$ cat config.mk
export PLATFORM = sky130hd
export DESIGN_NAME = conv3_cell
export DESIGN_NICKNAME = d
export VERILOG_FILES = /design/src/hdl/conv3_pkg.sv /design/src/hdl/conv3_cell.sv
export SDC_FILE = /design/constraint.sdc
export NUM_CORES = 1
export LEC_CHECK = 0
export BUFFER_PORTS_ARGS = -buffer_cell sky130_fd_sc_hd__clkbuf_2
export CORE_AREA = 2 2 179 225
export CTS_CLUSTER_SIZE = 20
export DETAILED_ROUTE_END_ITERATION = 8
export DIE_AREA = 0 0 181 227
export HOLD_SLACK_MARGIN = 0.12
export PLACE_DENSITY = 0.52
export SLEW_MARGIN = 10
export SYNTH_ARGS = -nofsm -noshare
export SYNTH_HDL_FRONTEND = slang
export SYNTH_SLANG_ARGS = --single-unit
export TNS_END_PERCENT = 30
$ cat constraint.sdc
create_clock -name clk_i -period 28.5 [get_ports clk_i]
set_input_delay 1.425 -clock clk_i [delete_from_list [all_inputs] [get_ports clk_i]]
set_output_delay 1.425 -clock clk_i [all_outputs]
set_load 0.03 [all_outputs]
$ cat src/hdl/conv3_pkg.sv
package conv3_pkg;

  // frame geometry
  localparam int MAX_WIDTH    = 1024;
  localparam int COL_W        = $clog2(MAX_WIDTH);
  localparam int FW_W         = 11;
  localparam int FH_W         = 13;
  localparam int ROW_W        = 13;
  localparam int HEIGHT_LIMIT = 4096;

  // pixel and coefficient formats
  localparam int PIX_W          = 8;
  localparam int COEF_W         = 8;
  localparam int COEF_ROW_W     = 24;
  localparam int COEF_FRAC_BITS = 4;
  localparam int PROD_W         = 17;
  localparam int PSUM_W         = 19;
  localparam int SUM_W          = 21;

  // configuration port
  localparam int CFG_IDX_W = 3;

  typedef enum logic [CFG_IDX_W-1:0] {
    REG_FRAME_WIDTH  = 3'd0,
    REG_FRAME_HEIGHT = 3'd1,
    REG_TOP_COEFFS   = 3'd2,
    REG_MID_COEFFS   = 3'd3,
    REG_BOT_COEFFS   = 3'd4
  } cfg_reg_e;

  // one window column, index 0 is the top row
  typedef logic [2:0][PIX_W-1:0]  pix_col_t;
  typedef logic [2:0][COEF_W-1:0] coef_col_t;
  typedef logic signed [PSUM_W-1:0] psum_t;
  typedef logic signed [SUM_W-1:0]  sum_t;

  // border masks seen by one window column
  typedef struct packed {
    logic top_en;
    logic bot_en;
    logic col_en;
  } cell_mask_t;

endpackage

$ cat src/hdl/conv3_cell.sv
module conv3_cell import conv3_pkg::*; (
  input  logic       clk_i,
  input  logic       rst_ni,
  input  logic       shift_i,
  input  pix_col_t   col_i,
  output pix_col_t   col_o,
  input  coef_col_t  coef_i,
  input  cell_mask_t mask_i,
  input  logic       calc_i,
  output psum_t      psum_o
);

  pix_col_t pix_q;
  psum_t    psum_q;
  psum_t    psum_d;

  // window column, shifted toward the left neighbor on every transaction
  always_ff @(posedge clk_i or negedge rst_ni) begin
    if (!rst_ni) begin
      pix_q <= '0;
    end else if (shift_i) begin
      pix_q <= col_i;
    end
  end

  assign col_o = pix_q;

  // masked column products and their sum
  always_comb begin
    logic signed [PROD_W-1:0] prod;
    logic                     row_en;
    psum_d = '0;
    for (int k = 0; k < 3; k++) begin
      prod = $signed({1'b0, pix_q[k]}) * $signed(coef_i[k]);
      case (k)
        0:       row_en = mask_i.top_en;
        2:       row_en = mask_i.bot_en;
        default: row_en = 1'b1;
      endcase
      if (row_en && mask_i.col_en) begin
        psum_d = psum_d + PSUM_W'(prod);
      end
    end
  end

  always_ff @(posedge clk_i) begin
    if (calc_i) begin
      psum_q <= psum_d;
    end
  end

  assign psum_o = psum_q;

endmodule

==> impl_results.md, run 1 <==
* Run status: completed
* Total wire length at 22200 um
* Simple-Gate Fraction of Synth Area at 0.161
* Routed WL per cell at 13.8 um
* Clk slew on worst S/H paths at 90 ps
* Vias per inst at 4.32
* Commonest cells post-synth: inv_1, ha_1, fa_1, nand2_1, and2_1
* Slowest CP cell: fa_1
* TNS Setup at 0 ps
* Post-CTS setup buffer count at 0
* Syn Nets at 1375
* Max Fanout on Critical Path at 8
* Fin crit period at 11160 ps
* Worst Clk Skew at 24.7 ps
* Antenna-violating nets left at 0
* I/O pin total at 98
* Synth warn at 0
* Compound-Gate Fraction of Synth Area at 0.0713
* Total number of vias at 6947
* Most frequent cell after synthesis: inv_1
* Number of synthesized flops with an enable pin at 19
* CP Class: in2reg
* F_max at 89.6 MHz
* RD Place Congestion at 0.816
* Final Cycle Share at 0.392
* IO buf count at 97
* Finish-stage setup viols at 0
* Post-synthesis mux area share at 0.0362
* Clock buffer depth at 2
* Slew HR at 0.518
* Largest family of logic cells by synthesized area: adder cells
* Drc violations at 0
* Least-Margin Pin Slew at 723 ps
* Share of the synthesized area in the top cell type at 0.294
* Core Util, Final at 0.279
* Hold Crit Class: reg2reg
* Initial antenna violation count at 3
* Syn Area/Cell at 9.41 um2
* Nets at 1457
* Chip width at 181 um
* First-pass GRT wire length at 37100 um
* Largest net degree at the start of global routing at 42
* GRT Util Overall at 0.113
* Fin. max-slew vios at 0
* Share of cells above drive strength 1 at 0.131
* Synthesized flop and latch total at 43
* CP arrival at 11210 ps
* Crit-path max cell delay at 580 ps
* Die height at 227 um
* Crit path launch type: primary input
* DR pass1 iterations at 6
* Post-synthesis sequential area ratio at 0.121
* H-Tree Depth at 2
* Clk Latency, worst-skew pair at 330 ps
* Maxcap violations at 0
* Adder-cell share of the synthesized area at 0.488
* Most used cell, CP: fa_1
* Post-Synth XOR/XNOR Area at 0.0335
* Main area contributors after synthesis: fa_1, ha_1, inv_1, and2_1, dfrtp_1
* Site Rows at 81
* Clk root buf: clkbuf_16
* Sink Count at 43
* Cell Area, Synth at 9670 um2
* Initial Util at 0.249
* R2r setup slk at 18070 ps
* Total global routing overflow at 0
* Core area at 38900 um2
* DRT iter0 DRCs at 225
* Synth area leader: fa_1
* Syn Inst Count at 1028
* CTS Hold Bufs at 0
* CTS buffer count at 5
* Diodes inserted at 0
* Ys flop type: dfrtp_1
* Final Hold Viols at 0
* DP HPWL at 19200 um
* Die ar. at 41100 um2
* Required time of the critical path at 28550 ps
* CTS tree: yes
* Netlist cell types at 57
* Post-synth ARST share at 0.558
* Resize count post-CTS at 0
* Vias in the first global route at 7205
* Worst setup EP type: flop
* Area growth syn-to-layout at 12.4%
* RSZ-0062 raised after global routing: no
layout by cell type, fill, tap and decap left out, drive strengths merged, types with 21 or more instances in the layout:
cell type / instances
mux2: 24
inv: 206
nor2: 31
fa: 142
nand2: 104
ha: 150
clkbuf: 102
nand2b: 22
a21oi: 26
and2: 103
dfrtp: 24
xnor2: 21
final timing paths:
check | end | start | depth (start not counted)
max | psum_o[16]$_DFFE_PP_ | coef_i[0] | 35
min | col_o[8]$_DFFE_PN0P_ | col_o[8]$_DFFE_PN0P_ | 1
max reg2reg | psum_o[16]$_DFFE_PP_ | col_o[6]$_DFFE_PN0P_ | 33
min reg2reg | col_o[8]$_DFFE_PN0P_ | col_o[8]$_DFFE_PN0P_ | 1
max in group asynchronous | col_o[21]$_DFFE_PN0P_ | rst_ni | 1
min in group asynchronous | col_o[7]$_DFFE_PN0P_ | rst_ni | 1
layer usage:
metal  GRT usage  routed length (um)  vias to the layer above
met5           0                  40                        -
met4      0.0236                 237                        6
met3      0.0246                 925                       18
met2       0.200               10900                      102
met1       0.143               10100                     3404
li1            -                   -                     3417
per-stage QoR:
stage / std cells / cell area (um2) / worst slack [ps] / hold WS [ps]
6_report: 1609 / 10900 / 17340 / 750
5_1_grt: 1609 / 10900 / 16790 / 802
4_1_cts: 1609 / 10900 / 17280 / 766
3_5_place_dp: 1601 / 10700 / 16890 / 752
3_3_place_gp: 1601 / 10700 / 17010 / 748
2_1_floorplan: 1028 / 9670 / 17660 / 811
cell type report:
cell class	instances	area (um2)
Clock buffer	5	125
Clock inverter	3	43.8
Fill cell	4248	28000
Inverter	206	773
Multi-Input combinational cell	756	7640
Sequential cell	43	1170
Tap cell	498	623
Timing Repair Buffer	98	493
cells by family after synthesis:
kind of cell	after synthesis
flops	43
mux	32
buf+inv	229
compound gates	98
simple gates	297
fa+ha+maj	292
xor+xnor	37
state kept, by name, indices dropped and copies added, names as in the netlist:
name    flops
col_o      24
psum_o     19
worst max-delay path, delay by kind of cell:
kind                     cells  cell delay (ps)
AO/OA/AOI/OAI                4              930
XOR/XNOR                     2              300
adder cells (fa/ha/maj)     18             7430
buffers and inverters        5              330
multiplexers                 1              200
AND/OR/NAND/NOR              5              610
Power of run 1 is left out: the tool's default activity adds up to more than one toggle a clock period on the data nets, which glitch-free logic cannot reach.
==> run 2, diff against run 1 <==
--- a/config.mk
+++ b/config.mk
@@ -5,13 +5,14 @@
 export SDC_FILE = /design/constraint.sdc
 export NUM_CORES = 1
 export LEC_CHECK = 0
+export ABC_AREA = 1
 export BUFFER_PORTS_ARGS = -buffer_cell sky130_fd_sc_hd__clkbuf_2
-export CORE_AREA = 2 2 179 225
+export CORE_AREA = 2 2 182 229
 export CTS_CLUSTER_SIZE = 20
 export DETAILED_ROUTE_END_ITERATION = 8
-export DIE_AREA = 0 0 181 227
+export DIE_AREA = 0 0 184 231
 export HOLD_SLACK_MARGIN = 0.12
-export PLACE_DENSITY = 0.52
+export PLACE_DENSITY = 0.53
 export SLEW_MARGIN = 10
 export SYNTH_ARGS = -nofsm -noshare
 export SYNTH_HDL_FRONTEND = slang
==> constraint.sdc (replaced) <==
create_clock -name clk_i -period 9.6 [get_ports clk_i]
set_input_delay 0.48 -clock clk_i [delete_from_list [all_inputs] [get_ports clk_i]]
set_output_delay 0.48 -clock clk_i [all_outputs]
set_load 0.03 [all_outputs]
==> impl_results.md, run 2 <==
* Run status: finished with violations
* Failing checks: negative setup slack
* Slowest CP cell: fa_1
* Share of the synthesized area in the top cell type at 0.285
* Setup ws final at -26.2 ps
* Fin crit period at 9630 ps
* Post-synthesis sequential area ratio at 0.117
* Area growth syn-to-layout at 28.7%
* Total wire length at 27800 um
* Drc violations at 0
* Crit path launch type: flop
* Antenna-violating nets left at 0
* Least-Margin Pin Slew at 898 ps
* Worst Clk Skew at 10.1 ps
* Cell Area, Synth at 9980 um2
* Placement Setup Slack at -724 ps
* Die height at 231 um
* Most frequent cell after synthesis: inv_1
* Clk root buf: clkbuf_16
* Share of cells above drive strength 1 at 0.279
* Commonest non-fill, non-tap cell in the layout: inv_1
* Finish-stage setup viols at 3
* Sink Count at 43
* Syn Nets at 1643
* Largest net degree at the start of global routing at 41
* DR pass1 iterations at 5
* Synth area leader: fa_1
* I/O pin total at 98
* Number of synthesized flops with an enable pin at 19
* Maxcap violations at 0
* DP HPWL at 23800 um
* Required time of the critical path at 9660 ps
* Hold slack at 235 ps
* Die ar. at 42500 um2
* CTS tree: yes
* Worst setup EP type: flop
* CTS buffer count at 5
* CP Class: reg2reg
* Clock buffer depth at 2
* Vias per inst at 4.32
* Hold Crit Class: in2async
* DRT iter0 DRCs at 318
* Initial Util at 0.246
* Synth warn at 0
* IO buf count at 97
* Final Hold Viols at 0
* Main area contributors after synthesis: fa_1, ha_1, inv_1, nand2_1, dfrtp_1
* Post-Layout Cell Count at 1973
* Initial antenna violation count at 0
* Chip width at 184 um
* Total number of vias at 8527
* Max reg flops at 24
* CP arrival at 9680 ps
* Final Cycle Share at 1.00
* First-pass GRT wire length at 46300 um
* F_max at 104 MHz
* Commonest cells post-synth: inv_1, nand2_1, ha_1, fa_1, a21oi_1
* Inst Count DP at 1948
* Fin. max-slew vios at 0
* Ys flop type: dfrtp_1
* Most used cell, CP: fa_1
* Routed WL per cell at 14.1 um
* Netlist cell types at 44
* Clk Latency, worst-skew pair at 310 ps
* Post-synth ARST share at 0.558
* Total global routing overflow at 0
* Crit-path max cell delay at 570 ps
* H-Tree Depth at 2
* Commonest cells after routing, fill and taps aside: inv_1, nand2_1, fa_1, ha_1, buf_4
* Site Rows at 83
* RSZ-0062 raised after global routing: yes
* Max Fanout on Critical Path at 5
* Synthesized flop and latch total at 43
* Core area at 40500 um2
* Syn Inst Count at 1296
* Nets at 1809
* Core Util, Final at 0.317
* GRT Util Overall at 0.138
* Clk slew on worst S/H paths at 70 ps
* Syn Area/Cell at 7.70 um2
* Diodes inserted at 0
* Vias in the first global route at 9324
* RD Place Congestion at 0.842
* Slew HR at 0.402
==> run 2: cells by family (layout without fill, tap and decap cells) <==
kind of cell / Yosys count / in the layout / synth area share
buffers and inverters: 404 / 571 / 0.153
multiplexers: 8 / 8 / 0.00902
XOR/XNOR: 10 / 10 / 0.00877
flip-flops: 43 / 43 / 0.117
AO/OA/AOI/OAI: 128 / 128 / 0.0714
AND/OR/NAND/NOR: 411 / 411 / 0.168
adder cells (fa/ha/maj): 292 / 292 / 0.473
==> run 2: area by class of cell <==
| type | count | area (um2) |
|---|---|---|
| fillers | 4309 | 27700 |
| multi-input cells | 849 | 8170 |
| repair buffers | 212 | 1380 |
| inverters | 351 | 1320 |
| flip-flops and latches | 43 | 1180 |
| well taps | 510 | 638 |
| clock buffers | 7 | 133 |
| clock inverters | 1 | 30.0 |
==> run 2: final timing paths <==
check                                          start               endpoint  slack (ps)  cells after the start
max in group asynchronous                     rst_ni   col_o[7]$_DFFE_PN0P_        8830                      1
worst min-delay path                          rst_ni   col_o[0]$_DFFE_PN0P_         230                      1
worst max register to register  col_o[1]$_DFFE_PN0P_   psum_o[18]$_DFFE_PP_         -30                     43
min in group clk_i                         col_i[17]  col_o[17]$_DFFE_PN0P_         380                      3
worst min register to register  col_o[0]$_DFFE_PN0P_   col_o[0]$_DFFE_PN0P_         570                      2
worst max-delay path            col_o[1]$_DFFE_PN0P_   psum_o[18]$_DFFE_PP_         -30                     43
==> run 2: critical path, delay by kind of cell, from the launching register on <==
family	cells	cell delay, ps
simple gates	10	920
flops	1	460
fa+ha+maj	17	6720
compound gates	5	520
buf+inv	11	740
==> run 2: per-layer routing <==
layer,part of all wire,wire length [um],up-vias,global-route usage
met3,0.029,812,45,0.0169
met4,0.036,1000,0,0.0473
met5,0,0,-,0
li1,-,-,4177,-
met1,0.40,11100,4180,0.158
met2,0.54,14900,125,0.261
==> run 2: what timing repair did <==
item / 4_1_cts / 5_1_grt
setup buffers: 16 / 2
cloned: 0 / 0
gates resized for setup: 112 / 63
hold buffers: 0 / 0
pin swaps: 62 / 30
setup endpoints to repair: 13 / 13
==> run 2: metrics by stage <==
step                TNS, ps  instance area [um2]
floorplan                 0                10100
global placement      -6390                11800
detailed placement    -7800                11800
CTS                    -123                12500
global route          -3730                12900
finish                -74.6                12900
Power of run 2 is left out for the same reason.
